<file path="config.mk">
export PLATFORM = sky130hd
export DESIGN_NAME = flow_sensor_packet_receiver_unit
export DESIGN_NICKNAME = d
export VERILOG_FILES = /design/src/design/fsp_pkg.sv /design/src/design/fsp_front.sv /design/src/design/fsp_queue.sv /design/src/design/fsp_back.sv /design/src/design/flow_sensor_packet_receiver_unit.sv
export VERILOG_INCLUDE_DIRS = /design/src /design/src/design
export SDC_FILE = /design/constraint.sdc
export NUM_CORES = 2
export LEC_CHECK = 0
export ABC_AREA = 0
export BUFFER_PORTS_ARGS = -buffer_cell sky130_fd_sc_hd__clkbuf_2
export CORE_ASPECT_RATIO = 1.1
export CORE_UTILIZATION = 66
export CTS_BUF_LIST = sky130_fd_sc_hd__clkbuf_4
export DETAILED_ROUTE_END_ITERATION = 8
export MAX_ROUTING_LAYER = met4
export PLACE_DENSITY_LB_ADDON = 0.05
export SETUP_SLACK_MARGIN = 0.2
export SYNTH_ARGS = -nofsm -noshare
export SYNTH_HDL_FRONTEND = slang
export SYNTH_HIERARCHICAL = 1
export SYNTH_SLANG_ARGS = --single-unit
export TNS_END_PERCENT = 30
</file>
<file path="constraint.sdc">
create_clock -name clk -period 11.4 [get_ports clk]
set_input_delay 0.57 -clock clk [delete_from_list [all_inputs] [get_ports clk]]
set_output_delay 0.57 -clock clk [all_outputs]
set_load 0.02 [all_outputs]
</file>
<file path="src/design/flow_sensor_packet_receiver_unit_defines.svh">
// Assertion macros shared by the flow sensor packet receiver modules.
// No dependencies; included by the files that carry assertions.
`ifndef FLOW_SENSOR_PACKET_RECEIVER_UNIT_DEFINES_SVH
`define FLOW_SENSOR_PACKET_RECEIVER_UNIT_DEFINES_SVH

`ifndef SYNTHESIS
// same-cycle implication
`define FSP_ASSERT_NOW(label, clk, rst, ante, cons) \
  label: assert property (@(posedge clk) disable iff (rst) (ante) |-> (cons)) \
    else $error("fsp assertion failed");
// next-cycle implication
`define FSP_ASSERT_NEXT(label, clk, rst, ante, cons) \
  label: assert property (@(posedge clk) disable iff (rst) (ante) |=> (cons)) \
    else $error("fsp assertion failed");
`else
`define FSP_ASSERT_NOW(label, clk, rst, ante, cons)
`define FSP_ASSERT_NEXT(label, clk, rst, ante, cons)
`endif

`endif

</file>
<file path="src/design/fsp_pkg.sv">
// Package for the flow sensor packet receiver: sizes, codes, record type,
// CRC step and float-to-fixed conversion. No dependencies.
`timescale 1ns / 1ps
`default_nettype none

package fsp_pkg;

  localparam int PACKET_LEN  = 23;
  localparam int WINDOW_LEN  = 20;
  localparam int FRAC_BITS   = 8;
  localparam int QUEUE_DEPTH = 2;

  localparam int IDX_W  = $clog2(PACKET_LEN);
  localparam int WPTR_W = $clog2(WINDOW_LEN);
  localparam int QPTR_W = $clog2(QUEUE_DEPTH);
  localparam int QCNT_W = $clog2(QUEUE_DEPTH + 1);

  localparam logic [7:0] CRC_POLY          = 8'hD4;
  localparam logic [7:0] CRC_MASK          = 8'h3F;
  localparam logic [7:0] EXPECTED_START_RST = 8'hF1;

  // byte positions within a packet
  localparam logic [IDX_W-1:0] POS_COUNT_HI = IDX_W'(1);
  localparam logic [IDX_W-1:0] POS_COUNT_LO = IDX_W'(2);
  localparam logic [IDX_W-1:0] POS_STATE    = IDX_W'(5);
  localparam logic [IDX_W-1:0] POS_FLOW_LO  = IDX_W'(8);
  localparam logic [IDX_W-1:0] POS_FLOW_HI  = IDX_W'(11);
  localparam logic [IDX_W-1:0] POS_BUB_LO   = IDX_W'(18);
  localparam logic [IDX_W-1:0] POS_BUB_HI   = IDX_W'(21);
  localparam logic [IDX_W-1:0] POS_CRC      = IDX_W'(PACKET_LEN - 1);

  // window sum and the averaging divide: (sum << AVG_SHIFT) / 20000 is taken
  // as (sum << 3) / 625, split at bit 20 so each reciprocal multiply stays
  // within 32 bits
  localparam int SUM_W     = 32 + $clog2(WINDOW_LEN);
  localparam int AVG_SHIFT = 16 - FRAC_BITS;
  localparam int AVG_DIV   = WINDOW_LEN * 1000;
  localparam int AVG_POW2  = 5;
  localparam int AVG_ODD   = AVG_DIV >> AVG_POW2;
  localparam int AVG_NUM_W = SUM_W + AVG_SHIFT - AVG_POW2;
  localparam int AVG_LO_W  = 20;
  localparam int AVG_HI_W  = AVG_NUM_W - AVG_LO_W;
  localparam int AVG_REM_W = $clog2(AVG_ODD);
  localparam int AVG_T_W   = AVG_REM_W + AVG_LO_W;
  localparam int AVG_RSH   = 40;
  localparam logic [31:0] AVG_RECIP = 32'd1759218605;  // ceil(2^40 / 625)
  localparam int BUB_DIV   = 10;
  localparam int BUB_RSH   = 35;
  localparam logic [31:0] BUB_RECIP = 32'hCCCC_CCCD;   // ceil(2^35 / 10)
  localparam int PROD_W    = 64;
  localparam int DIV_CYC   = 4;
  localparam int CNT_W     = $clog2(DIV_CYC);

  // divide steps
  localparam logic [CNT_W-1:0] STEP_MUL_HI  = CNT_W'(0);
  localparam logic [CNT_W-1:0] STEP_QUOT_HI = CNT_W'(1);
  localparam logic [CNT_W-1:0] STEP_REM     = CNT_W'(2);
  localparam logic [CNT_W-1:0] STEP_MUL_LO  = CNT_W'(3);

  // output field widths
  localparam int AVG_W       = 31;
  localparam int WHOLE_W     = 29;
  localparam int TENTH_W     = 4;
  localparam int M_TDATA_W   = 80;
  localparam int M_PAD_W     = M_TDATA_W - (2 + 8 + AVG_W + WHOLE_W + TENTH_W);

  // float conversion
  localparam int FIX_W      = 32;
  localparam int SIG_W      = 24;
  localparam int FLOAT_BIAS = 150 - FRAC_BITS;

  typedef enum logic [1:0] {
    ST_OK        = 2'd0,
    ST_BAD_START = 2'd1,
    ST_BAD_COUNT = 2'd2,
    ST_BAD_CRC   = 2'd3
  } status_t;

  typedef enum logic [2:0] {
    B_IDLE,
    B_CONV,
    B_SUM,
    B_DIV,
    B_DONE
  } back_state_t;

  // one finished packet as handed from front to back
  typedef struct packed {
    status_t     status;
    logic [7:0]  state;
    logic [31:0] flow;
    logic [31:0] bubble;
  } pkt_rec_t;

  function automatic logic [7:0] crc_step(input logic [7:0] crc, input logic [7:0] b);
    logic [7:0] a;
    a = crc ^ b;
    return a[7] ? ({a[6:0], 1'b0} ^ CRC_POLY) : {a[6:0], 1'b0};
  endfunction

  // IEEE single to unsigned fixed point, truncating; negatives give zero,
  // overflow, +inf and NaN saturate
  function automatic logic [FIX_W-1:0] flow_to_fixed(input logic [31:0] f);
    logic              sgn;
    logic [7:0]        ex;
    logic [22:0]       man;
    logic [SIG_W-1:0]  sig;
    logic signed [9:0] sh;
    logic [9:0]        nsh;
    logic [FIX_W-1:0]  r;
    sgn = f[31];
    ex  = f[30:23];
    man = f[22:0];
    sig = {1'b1, man};
    sh  = signed'({2'b00, ex}) - signed'(10'(FLOAT_BIAS));
    nsh = 10'(-sh);
    if (ex == 8'hFF) begin
      r = ((man != 23'd0) || !sgn) ? '1 : '0;
    end else if (sgn || (ex == 8'd0)) begin
      r = '0;
    end else if (sh > signed'(10'(FIX_W - SIG_W))) begin
      r = '1;
    end else if (sh >= 10'sd0) begin
      r = FIX_W'(sig) << sh[3:0];
    end else if (nsh >= 10'(SIG_W)) begin
      r = '0;
    end else begin
      r = FIX_W'(sig) >> nsh[4:0];
    end
    return r;
  endfunction

endpackage

`default_nettype wire

</file>
<file path="src/design/fsp_front.sv">
// Byte parser: tracks position in the packet, runs the CRC, captures fields
// and hands a finished packet record to the queue. Uses fsp_pkg.
`timescale 1ns / 1ps
`default_nettype none

module fsp_front (
  input  wire logic              clk,
  input  wire logic              rst,
  input  wire logic              cfg_wr_en,
  input  wire logic [7:0]        cfg_wr_data,
  input  wire logic              s_tvalid,
  output logic                   s_tready,
  input  wire logic [7:0]        s_tdata,
  input  wire logic              s_tuser,
  input  wire logic              q_full,
  output logic                   q_push,
  output fsp_pkg::pkt_rec_t      q_rec
);
  import fsp_pkg::*;

  logic [7:0]       expected_start;
  logic [IDX_W-1:0] byte_index;
  logic [7:0]       crc_reg;
  logic             start_ok;
  logic [15:0]      count_field;
  logic [7:0]       state_capture;
  logic [31:0]      flow_raw;
  logic [31:0]      bubble_raw;

  logic       accept;
  logic       in_packet;
  logic [1:0] flow_lane;
  logic [1:0] bub_lane;
  status_t    status;

  assign s_tready  = !q_full;
  assign accept    = s_tvalid && s_tready;
  assign in_packet = accept && !s_tuser && (byte_index != '0);
  assign flow_lane = 2'(byte_index - POS_FLOW_LO);
  assign bub_lane  = 2'(byte_index - POS_BUB_LO);
  assign q_push    = in_packet && (byte_index == POS_CRC);

  always_comb begin
    if (!start_ok) begin
      status = ST_BAD_START;
    end else if (count_field != 16'(PACKET_LEN)) begin
      status = ST_BAD_COUNT;
    end else if (s_tdata != (crc_reg & CRC_MASK)) begin
      status = ST_BAD_CRC;
    end else begin
      status = ST_OK;
    end
  end

  assign q_rec = '{status: status, state: state_capture, flow: flow_raw,
                   bubble: bubble_raw};

  always_ff @(posedge clk) begin
    if (rst) begin
      expected_start <= EXPECTED_START_RST;
      byte_index     <= '0;
      crc_reg        <= '0;
      start_ok       <= 1'b0;
      count_field    <= '0;
      state_capture  <= '0;
      flow_raw       <= '0;
      bubble_raw     <= '0;
    end else begin
      if (cfg_wr_en) begin
        expected_start <= cfg_wr_data;
      end
      if (accept && s_tuser) begin
        crc_reg    <= s_tdata;
        start_ok   <= (s_tdata == expected_start);
        byte_index <= IDX_W'(1);
      end else if (in_packet) begin
        if (byte_index == POS_COUNT_HI) begin
          count_field[15:8] <= s_tdata;
        end
        if (byte_index == POS_COUNT_LO) begin
          count_field[7:0] <= s_tdata;
        end
        if (byte_index == POS_STATE) begin
          state_capture <= s_tdata;
        end
        if (byte_index inside {[POS_FLOW_LO:POS_FLOW_HI]}) begin
          flow_raw[{flow_lane, 3'b000} +: 8] <= s_tdata;
        end
        if (byte_index inside {[POS_BUB_LO:POS_BUB_HI]}) begin
          bubble_raw[{bub_lane, 3'b000} +: 8] <= s_tdata;
        end
        if (byte_index == POS_CRC) begin
          byte_index <= '0;
        end else begin
          crc_reg    <= crc_step(crc_reg, s_tdata);
          byte_index <= byte_index + IDX_W'(1);
        end
      end
    end
  end

endmodule

`default_nettype wire

</file>
<file path="src/design/fsp_queue.sv">
// Short FIFO of packet records between the parser and the result engine.
// Uses fsp_pkg.
`timescale 1ns / 1ps
`default_nettype none

module fsp_queue (
  input  wire logic         clk,
  input  wire logic         rst,
  input  wire logic         push,
  input  wire fsp_pkg::pkt_rec_t push_rec,
  output logic              full,
  input  wire logic         pop,
  output fsp_pkg::pkt_rec_t head,
  output logic              empty
);
  import fsp_pkg::*;

  pkt_rec_t          entries [QUEUE_DEPTH];
  logic [QPTR_W-1:0] wr_ptr;
  logic [QPTR_W-1:0] rd_ptr;
  logic [QCNT_W-1:0] count;

  assign full  = (count == QCNT_W'(QUEUE_DEPTH));
  assign empty = (count == '0);
  assign head  = entries[rd_ptr];

  always_ff @(posedge clk) begin
    if (push) begin
      entries[wr_ptr] <= push_rec;
    end
  end

  always_ff @(posedge clk) begin
    if (rst) begin
      wr_ptr <= '0;
      rd_ptr <= '0;
      count  <= '0;
    end else begin
      if (push) begin
        wr_ptr <= (wr_ptr == QPTR_W'(QUEUE_DEPTH - 1)) ? '0 : wr_ptr + QPTR_W'(1);
      end
      if (pop) begin
        rd_ptr <= (rd_ptr == QPTR_W'(QUEUE_DEPTH - 1)) ? '0 : rd_ptr + QPTR_W'(1);
      end
      case ({push, pop})
        2'b10:   count <= count + QCNT_W'(1);
        2'b01:   count <= count - QCNT_W'(1);
        default: count <= count;
      endcase
    end
  end

endmodule

`default_nettype wire

</file>
<file path="src/design/fsp_back.sv">
// Result engine: converts the flow value, updates the sliding window and
// runs the reciprocal-multiply divides for the average and the bubble digits.
// Uses fsp_pkg and the assertion macros header.
`timescale 1ns / 1ps
`default_nettype none
`include "flow_sensor_packet_receiver_unit_defines.svh"

module fsp_back (
  input  wire logic                     clk,
  input  wire logic                     rst,
  input  wire fsp_pkg::pkt_rec_t        q_head,
  input  wire logic                     q_empty,
  output logic                          q_pop,
  output logic                          m_tvalid,
  input  wire logic                     m_tready,
  output logic [fsp_pkg::M_TDATA_W-1:0] m_tdata
);
  import fsp_pkg::*;

  back_state_t state;
  back_state_t state_next;

  // current packet
  logic [7:0]       cur_state;
  logic [31:0]      cur_flow;
  logic [31:0]      cur_bubble;
  logic [FIX_W-1:0] sample;

  // window
  logic [FIX_W-1:0]  window [WINDOW_LEN];
  logic [SUM_W-1:0]  win_sum;
  logic [SUM_W-1:0]  win_sum_next;
  logic [WPTR_W-1:0] win_ptr;

  // dividers: high half of the average first, its remainder joins the low half
  logic [AVG_NUM_W-1:0] avg_num;
  logic [AVG_HI_W-1:0]  avg_hi;
  logic [AVG_LO_W-1:0]  avg_lo;
  logic [AVG_HI_W-1:0]  avg_hi_q;
  logic [AVG_HI_W-1:0]  avg_rh;
  logic [AVG_T_W-1:0]   avg_part;
  logic [31:0]          avg_mul_in;
  logic [PROD_W-1:0]    avg_mul;
  logic [PROD_W-1:0]    avg_p;
  logic [PROD_W-1:0]    bub_p;
  logic [WHOLE_W-1:0]   bub_q;
  logic [TENTH_W-1:0]   bub_r;
  logic [CNT_W-1:0]     div_cnt;

  // last good values and output status
  logic [7:0]         good_state;
  logic [AVG_W-1:0]   good_avg;
  logic [WHOLE_W-1:0] good_whole;
  logic [TENTH_W-1:0] good_tenth;
  status_t            out_status;

  logic    out_free;
  logic    out_load;
  logic    good_update;
  status_t load_status;

  assign out_free = !m_tvalid || m_tready;
  assign m_tdata  = {M_PAD_W'(0), good_tenth, good_whole, good_avg, good_state, out_status};

  assign win_sum_next = win_sum - SUM_W'(window[win_ptr]) + SUM_W'(sample);

  assign avg_hi     = avg_num[AVG_NUM_W-1 -: AVG_HI_W];
  assign avg_lo     = avg_num[AVG_LO_W-1:0];
  assign avg_rh     = avg_hi - AVG_HI_W'(avg_hi_q * AVG_HI_W'(AVG_ODD));
  assign avg_mul_in = (div_cnt == STEP_MUL_HI) ? 32'(avg_hi) : 32'(avg_part);
  assign avg_mul    = PROD_W'(avg_mul_in) * PROD_W'(AVG_RECIP);

  always_comb begin
    state_next  = state;
    q_pop       = 1'b0;
    out_load    = 1'b0;
    good_update = 1'b0;
    load_status = q_head.status;
    case (state)
      B_IDLE: begin
        if (!q_empty) begin
          if (q_head.status != ST_OK) begin
            // bad packet: report straight away with the last good values
            if (out_free) begin
              q_pop    = 1'b1;
              out_load = 1'b1;
            end
          end else begin
            q_pop      = 1'b1;
            state_next = B_CONV;
          end
        end
      end
      B_CONV: state_next = B_SUM;
      B_SUM:  state_next = B_DIV;
      B_DIV: begin
        if (div_cnt == CNT_W'(DIV_CYC - 1)) begin
          state_next = B_DONE;
        end
      end
      B_DONE: begin
        load_status = ST_OK;
        if (out_free) begin
          out_load    = 1'b1;
          good_update = 1'b1;
          state_next  = B_IDLE;
        end
      end
      default: state_next = B_IDLE;
    endcase
  end

  always_ff @(posedge clk) begin
    if (rst) begin
      state <= B_IDLE;
    end else begin
      state <= state_next;
    end
  end

  always_ff @(posedge clk) begin
    if (q_pop) begin
      cur_state  <= q_head.state;
      cur_flow   <= q_head.flow;
      cur_bubble <= q_head.bubble;
    end
    if (state == B_CONV) begin
      sample <= flow_to_fixed(cur_flow);
    end
    if (state == B_SUM) begin
      avg_num <= AVG_NUM_W'(win_sum_next) << (AVG_SHIFT - AVG_POW2);
      div_cnt <= '0;
    end else if (state == B_DIV) begin
      div_cnt <= div_cnt + CNT_W'(1);
      case (div_cnt)
        STEP_MUL_HI: begin
          avg_p <= avg_mul;
          bub_p <= PROD_W'(cur_bubble) * PROD_W'(BUB_RECIP);
        end
        STEP_QUOT_HI: begin
          avg_hi_q <= avg_p[AVG_RSH +: AVG_HI_W];
          bub_q    <= bub_p[BUB_RSH +: WHOLE_W];
        end
        STEP_REM: begin
          avg_part <= {avg_rh[AVG_REM_W-1:0], avg_lo};
          bub_r    <= TENTH_W'(cur_bubble - 32'(bub_q) * 32'(BUB_DIV));
        end
        STEP_MUL_LO: begin
          avg_p <= avg_mul;
        end
        default: ;
      endcase
    end
  end

  always_ff @(posedge clk) begin
    if (rst) begin
      for (int i = 0; i < WINDOW_LEN; i++) begin
        window[i] <= '0;
      end
      win_sum    <= '0;
      win_ptr    <= '0;
      good_state <= '0;
      good_avg   <= '0;
      good_whole <= '0;
      good_tenth <= '0;
      out_status <= ST_OK;
      m_tvalid   <= 1'b0;
    end else begin
      if (state == B_SUM) begin
        window[win_ptr] <= sample;
        win_sum         <= win_sum_next;
        win_ptr         <= (win_ptr == WPTR_W'(WINDOW_LEN - 1)) ? '0 : win_ptr + WPTR_W'(1);
      end
      if (good_update) begin
        good_state <= cur_state;
        good_avg   <= AVG_W'({avg_hi_q, avg_p[AVG_RSH +: AVG_LO_W]});
        good_whole <= bub_q;
        good_tenth <= bub_r;
      end
      if (m_tvalid && m_tready) begin
        m_tvalid <= 1'b0;
      end
      if (out_load) begin
        out_status <= load_status;
        m_tvalid   <= 1'b1;
      end
    end
  end

  `FSP_ASSERT_NOW(a_ptr_range, clk, rst, 1'b1, win_ptr <= WPTR_W'(WINDOW_LEN - 1))
  `FSP_ASSERT_NOW(a_pop_idle, clk, rst, q_pop, state == B_IDLE)
  `FSP_ASSERT_NOW(a_tenth_range, clk, rst, state == B_DONE, bub_r < TENTH_W'(BUB_DIV))
  `FSP_ASSERT_NOW(a_no_overwrite, clk, rst, m_tvalid && !m_tready, !out_load)
  `FSP_ASSERT_NEXT(a_good_ok, clk, rst, good_update, m_tvalid && (out_status == ST_OK))

endmodule

`default_nettype wire

</file>
<file path="src/design/flow_sensor_packet_receiver_unit.sv">
// Top level of the flow sensor packet receiver: byte parser, record queue
// and result engine. Uses fsp_pkg, fsp_front, fsp_queue and fsp_back.
`timescale 1ns / 1ps
`default_nettype none

// Takes one packet byte per clock on the s_ side (tuser high marks byte 0)
// and gives one result item per 23-byte packet on the m_ side. The parser
// runs at one byte a cycle; it only stalls when the two-entry record queue
// is full, which happens only while results are held back on the m_ side.
// A bad packet's record waits in the queue until the result engine is idle
// and the m_ side is free, then is reported with the last good values. A
// good packet goes through flow conversion, the window update and the
// reciprocal-multiply divide steps. The window resets to zero together with
// the block. expected_start is written through cfg_wr_en/cfg_wr_data, and
// the user must do so only while the block is idle, which is not enforced.
module flow_sensor_packet_receiver_unit (
  input  wire logic                          clk,
  input  wire logic                          rst,
  input  wire logic                          cfg_wr_en,
  input  wire logic [7:0]                    cfg_wr_data,   // expected_start
  input  wire logic                          s_tvalid,
  output logic                               s_tready,
  input  wire logic [7:0]                    s_tdata,       // rx_byte
  input  wire logic                          s_tuser,       // first_byte
  output logic                               m_tvalid,
  input  wire logic                          m_tready,
  // status[1:0], sensor_state[9:2], flow_average[40:10],
  // bubble_whole[69:41], bubble_tenth[73:70], zero fill above
  output logic [fsp_pkg::M_TDATA_W-1:0]      m_tdata
);
  import fsp_pkg::*;

  logic     q_push;
  logic     q_full;
  logic     q_pop;
  logic     q_empty;
  pkt_rec_t q_rec;
  pkt_rec_t q_head;

  fsp_front u_front (
    .clk         (clk),
    .rst         (rst),
    .cfg_wr_en   (cfg_wr_en),
    .cfg_wr_data (cfg_wr_data),
    .s_tvalid    (s_tvalid),
    .s_tready    (s_tready),
    .s_tdata     (s_tdata),
    .s_tuser     (s_tuser),
    .q_full      (q_full),
    .q_push      (q_push),
    .q_rec       (q_rec)
  );

  fsp_queue u_queue (
    .clk      (clk),
    .rst      (rst),
    .push     (q_push),
    .push_rec (q_rec),
    .full     (q_full),
    .pop      (q_pop),
    .head     (q_head),
    .empty    (q_empty)
  );

  fsp_back u_back (
    .clk      (clk),
    .rst      (rst),
    .q_head   (q_head),
    .q_empty  (q_empty),
    .q_pop    (q_pop),
    .m_tvalid (m_tvalid),
    .m_tready (m_tready),
    .m_tdata  (m_tdata)
  );

endmodule

`default_nettype wire

</file>
After elaboration in Yosys (flattened, before gate mapping)
Memories as Yosys holds them, arrays and structs flattened. A register that Yosys moved wholly into a read port is not among the register bits.
Index checks and enable logic that the tools add are counted.
{"block": "classes", "shift": 6, "reduce_logical": 39, "bitwise": 4, "n_eq_ne": 24, "n_lt_le_gt_ge": 7, "n_addsub": 17, "n_mul": 4, "mux": 53}
{"op": "$mux W32", "n": 7}
{"op": "$bwmux W32", "n": 2}
{"op": "$mul A32 B32 Y64 const B", "n": 1}
{"op": "$shift A8 B7 Y32 const A", "n": 2}
{"op": "$shiftx A8 B7 Y32", "n": 2}
{"op": "$mul A30 B31 Y60 const B", "n": 1}
{"op": "$add A37 B32 Y37", "n": 1}
{"op": "$sub A37 B32 Y37", "n": 1}
{"op": "$mux W8", "n": 4}
{"op": "$reduce_or A32 Y1", "n": 1}
{"op": "$shl A24 B4 Y32", "n": 1}
{"op": "$shr A24 B5 Y32", "n": 1}
{"op": "$mux W30", "n": 1}
{"op": "$mul A29 B3 Y3 const B", "n": 1}
{"op": "$reduce_and A3 Y1", "n": 9}
{"op": "$mux W5", "n": 5}
{"op": "$mux W1", "n": 23}
{"op": "$reduce_bool A23 Y1", "n": 1}
{"op": "$mul A20 B10 Y10 const B", "n": 1}
{"op": "$ne A16 B5 Y1 const B", "n": 1}
{"op": "$pmux W3 S5", "n": 1}
{"op": "$neg A5 Y7", "n": 2}
{"op": "$mux W3", "n": 4}
{"op": "$add A5 B1 Y5 const B", "n": 2}
{"op": "46 further kinds", "n": 79}
{"block": "word_totals", "reg_bits": 581, "out_inout_bits": 82, "elab_cells": 190, "ram_bits": 788, "n_memories": 2, "input_bits": 22}
{"name": "u_back.window", "depth": 20, "word_bits": 32, "rd": 1, "rd_clocked_by_memory_dff": 1, "write_ports": 20, "line": "fsp_back.sv:30", "source": "logic [FIX_W-1:0] window [WINDOW_LEN];"}
{"name": "u_queue.entries", "depth": 2, "word_bits": 74, "rd": 1, "rd_clocked_by_memory_dff": 1, "write_ports": 1, "line": "fsp_queue.sv:18", "source": "pkt_rec_t entries [QUEUE_DEPTH];"}

Longest topological paths before layout
{"block": "logic_depth", "depth_word": 8, "ltp_mapped": 33, "mapped_depth_nobuf": 31}

Cells and area by module
The synthesis kept the hierarchy.
{"module": "fsp_back", "n_inst": 1, "cells_each": 7398, "seq_area_each_um2": 41129.4, "area_each_um2": 94909.8}
{"module": "fsp_queue", "n_inst": 1, "cells_each": 252, "seq_area_each_um2": 4544.4, "area_each_um2": 5537.8}
{"module": "fsp_front", "n_inst": 1, "cells_each": 549, "seq_area_each_um2": 2202.1, "area_each_um2": 4862.2}

Worst setup path after synthesis
No wires, ideal clock.
{"block": "synth_path", "path_type": "reg-to-reg", "startpoint": "register (tool-made name)", "endpoint": "register u_queue.count[1]", "n_path_buf": 1, "synth_period_minus_slack_ns": 10.350, "arrival_ns": 10.280, "path_stages_with_launch": 9, "required_time_ns": 11.330, "setup_ns": 0.070, "slack_ns": 1.050, "cell_sequence": "dfxtp_1 buf_2 mux2_2 nor2_1 nor2_1 nor4b_1 ha_1 or3_1 a21oi_1"}
{"element": "end signal, assigned", "line": "fsp_queue.sv:46", "source": "2'b10: count <= count + QCNT_W'(1);"}
{"element": "end signal, assigned", "line": "fsp_queue.sv:47", "source": "2'b01: count <= count - QCNT_W'(1);"}
{"element": "end signal, assigned", "line": "fsp_queue.sv:48", "source": "default: count <= count;"}
{"element": "end, declared", "line": "fsp_queue.sv:21", "source": "logic [QCNT_W-1:0] count;"}

Worst setup path after layout
{"block": "layout_path", "startpoint": "register u_back.div_cnt[0]", "endpoint": "register u_back.avg_p[58], data pin"}
{"block": "layout_between", "elab_chain_cells": 3}
{"element": "start, declared", "line": "fsp_back.sv:48", "source": "logic [CNT_W-1:0] div_cnt;"}
{"element": "start signal, assigned", "line": "fsp_back.sv:134", "source": "div_cnt <= div_cnt + CNT_W'(1);"}
{"element": "$logic_not A2 Y1", "line": "fsp_back.sv:70", "source": "assign avg_mul_in = (div_cnt == STEP_MUL_HI) ? 32'(avg_hi) : 32'(avg_part);"}
{"element": "$mux W30", "line": "fsp_back.sv:70"}
{"element": "$mul A30 B31 Y60", "line": "fsp_back.sv:71", "source": "assign avg_mul = PROD_W'(avg_mul_in) * PROD_W'(AVG_RECIP);"}
{"element": "via u_back.avg_mul[58]", "line": "fsp_back.sv:43", "source": "logic [PROD_W-1:0] avg_mul;"}
{"element": "end signal, assigned", "line": "fsp_back.sv:137", "source": "avg_p <= avg_mul;"}
{"element": "end signal, assigned", "line": "fsp_back.sv:149", "source": "avg_p <= avg_mul;"}
{"element": "end, declared", "line": "fsp_back.sv:44", "source": "logic [PROD_W-1:0] avg_p;"}
The timed path passes the listed nets, and every way through them passes these cells.
A chain may end at the register's enable or synchronous reset.

==> out/results.ini <==
[run_status]
status = finished, final reports clean

[routing]
drtIter0Drc = 6342
vias = 66200
viasPerCell = 6.11
routedWlPerCell_um = 25.7
drc = 0
totalWireLength_um = 278000
drtAntennaViolNets = 0
dr.pass1.iters = 6

[worst_setup_path]
cp-start-kind = flip-flop
crit_path_top_delay_cell = ha_2
end_kind = flip-flop
critical-path-max-stage-delay_ns = 0.77
cpLargestDelayFamily = adder cells
path_max_fanout = 35
crit_arrival_ns = 10.67
path_buf_inv = 7
cp.required_ns = 12.35
crit_type = reg2reg

[placed_design]
gp_congestion = 1.01
placed_area_sq_um = 108000
port_buffers = 97
dp_hpwl_um = 195000

[final_layout]
largest_register = u_back/window
fin_util_pct = 71.8
drive_gt1_share_pct = 16.2
largest_reg_flops = 1024
reg.largest.list = u_back/window x1024, u_queue/entries x148
fin_area_sq_um = 114000
area_delta_synth_final_pct = 7.95
nets = 10100

[timing]
tns_ns = 0
final.period_utilization_pct = 85.2
post-route-min-period_ns = 9.72
finalHoldViolCount = 0
setup_viol = 0
rsz0062_at_grt = false
maxSlewViolCount = 0
clock.fmax_mhz = 103
tightest_slew_ns = 1.22
finalClockSkew_ns = 0.221
max_slew_margin_pct = 19.0

[synthesis]
syn_area_sq_um = 105000
synth_edf_count = 1433
yosys_warnings = 6
ys.flop_type = edfxtp_1
synth_seq_cells = 1675
synth_cell_type_count = 104
synthCells = 8199
synth-seq-area-share_pct = 45.5
async_reset_ff_share_pct = 0
synth.avg_cell_area_sq_um = 12.8

[floorplan]
coreArea_sq_um = 158000
chipWidth_um = 383
io_pins = 104
start_util_pct = 66.5
rows = 153
die_h_um = 421
dieArea_sq_um = 161000

[global_route]
grt_pass1_vias = 69400
grt_max_degree = 183
grt.overflow.total = 0
grt_pass1_wl_um = 421000
antenna_found_initial = 10
track_usage_pct = 36.5

[cts]
root_buffer = clkbuf_4
cts_made_buffers = 420
clock_latency_ns = 1.41
tritoncts = yes
clock_path_buffers = 4
clkSlewWorstSetupHoldPaths_ns = 0.09
cts.sinks = 1675
htree_levels = 5
cts_setup_buffers = 0

[hold_path]
hold_class = in2reg

[run]
drv_cap = 0

-- final cells by class --
class | instances | area (sq um)
diodes | 7 | 17.5
inverters | 1414 | 5310
clock buffers | 613 | 4600
repair buffers | 230 | 1640
fillers | 10700 | 44600
clock inverters | 120 | 764
well taps | 2092 | 2620
flip-flops and latches | 1675 | 47900
multi-input cells | 4678 | 50800
-- cells in the final DEF (no fill, tap or decap), types with 166 or more instances in the layout --
| cell type | instances |
|---|---|
| dfxtp_1 | 236 |
| nor2_1 | 166 |
| nor3_1 | 670 |
| ha_1 | 760 |
| mux4_2 | 333 |
| inv_1 | 1411 |
| clkbuf_4 | 613 |
| a21oi_1 | 340 |
| edfxtp_1 | 1433 |
| nand2_1 | 413 |
| fa_1 | 865 |
-- through the flow --
| step | setup slack (ns) | cells | hold WS, ns |
|---|---|---|---|
| 2_1_floorplan | 1.05 | 8204 | 0.400 |
| 3_3_place_gp | 1.82 | 10100 | 0.401 |
| 3_5_place_dp | 1.66 | 10100 | 0.405 |
| 4_1_cts | 1.65 | 10800 | 0.103 |
| 5_1_grt | 1.28 | 10800 | 0.225 |
| 6_report | 1.68 | 10800 | 0.302 |
-- what timing repair did --
| item | CTS | global route |
|---|---|---|
| hold buffers | 38 | 0 |
| gates resized for setup | 0 | 0 |
| endpoints found under the hold margin | 161 | 0 |
| setup endpoints to repair | 0 | 0 |
-- tightest hold or removal path: stages --
cell and delay, ns:
clkbuf_2 0.27, a211o_1 0.17, dlygate4sd3_1 0.55
-- Yosys cell counts (9+ instances only) --
| library cell | n | area [sq um] |
|---|---|---|
| edfxtp_1 | 1433 | 43000 |
| nor4_1 | 15 | 93.8 |
| clkbuf_1 | 361 | 1360 |
| ha_1 | 761 | 9520 |
| a21o_1 | 63 | 473 |
| a211o_1 | 12 | 105 |
| a31oi_1 | 19 | 119 |
| o31ai_1 | 9 | 67.6 |
| a211oi_1 | 18 | 135 |
| nand4_1 | 33 | 206 |
| mux2i_1 | 77 | 771 |
| xor2_1 | 47 | 412 |
| nand3_1 | 80 | 400 |
| nor3_1 | 670 | 3350 |
| o211ai_1 | 14 | 105 |
| buf_4 | 12 | 90.1 |
| fa_1 | 865 | 17300 |
| nor2_1 | 180 | 676 |
| mux2_2 | 126 | 1420 |
| a221oi_1 | 10 | 87.6 |
| o21bai_1 | 32 | 240 |
| xnor2_1 | 104 | 911 |
| mux4_2 | 333 | 7500 |
| o21ai_0 | 131 | 656 |
| dfxtp_1 | 242 | 4840 |
| or2_2 | 21 | 131 |
| and3_1 | 23 | 144 |
| buf_1 | 44 | 165 |
| inv_1 | 1411 | 5300 |
| o21a_1 | 21 | 158 |
| buf_2 | 18 | 90.1 |
| a21oi_1 | 340 | 1700 |
| nand2_1 | 421 | 1580 |
| nand2b_1 | 39 | 244 |
| and2_1 | 13 | 81.3 |
| or4b_1 | 11 | 110 |
| nor2b_1 | 39 | 244 |
-- per-layer routing --
metal	share of wire [%]	up-vias	track usage [%]
met4	4.2	0	15.2
met2	50	3217	58.5
met5	0	-	-
li1	-	29100	-
met3	7.9	549	5.43
met1	38	33300	46.8
-- path summary, 6_finish.rpt --
path	from	to	slack [ns]	cells past startpoint
setup / recovery	u_back/div_cnt[0]	u_back/avg_p[58]	1.68	27
hold / removal	cfg_wr_en	u_front/expected_start[6]	0.30	3
setup reg to reg	u_back/div_cnt[0]	u_back/avg_p[58]	1.68	27
hold reg to reg	u_front/bubble_raw[27]	u_queue/entries[0][27]	0.41	0
-- cells by family after synthesis --
group           synth area share [%]
compound gates                  4.41
xor+xnor                        1.31
fa+ha+maj                       25.5
buf+inv                         6.67
flops                           45.5
mux                             9.20
other cells                  0.00356
simple gates                    7.46
Power is not shown: default switching activity piles up to over one toggle a cycle in this logic, so the estimate is an artifact.
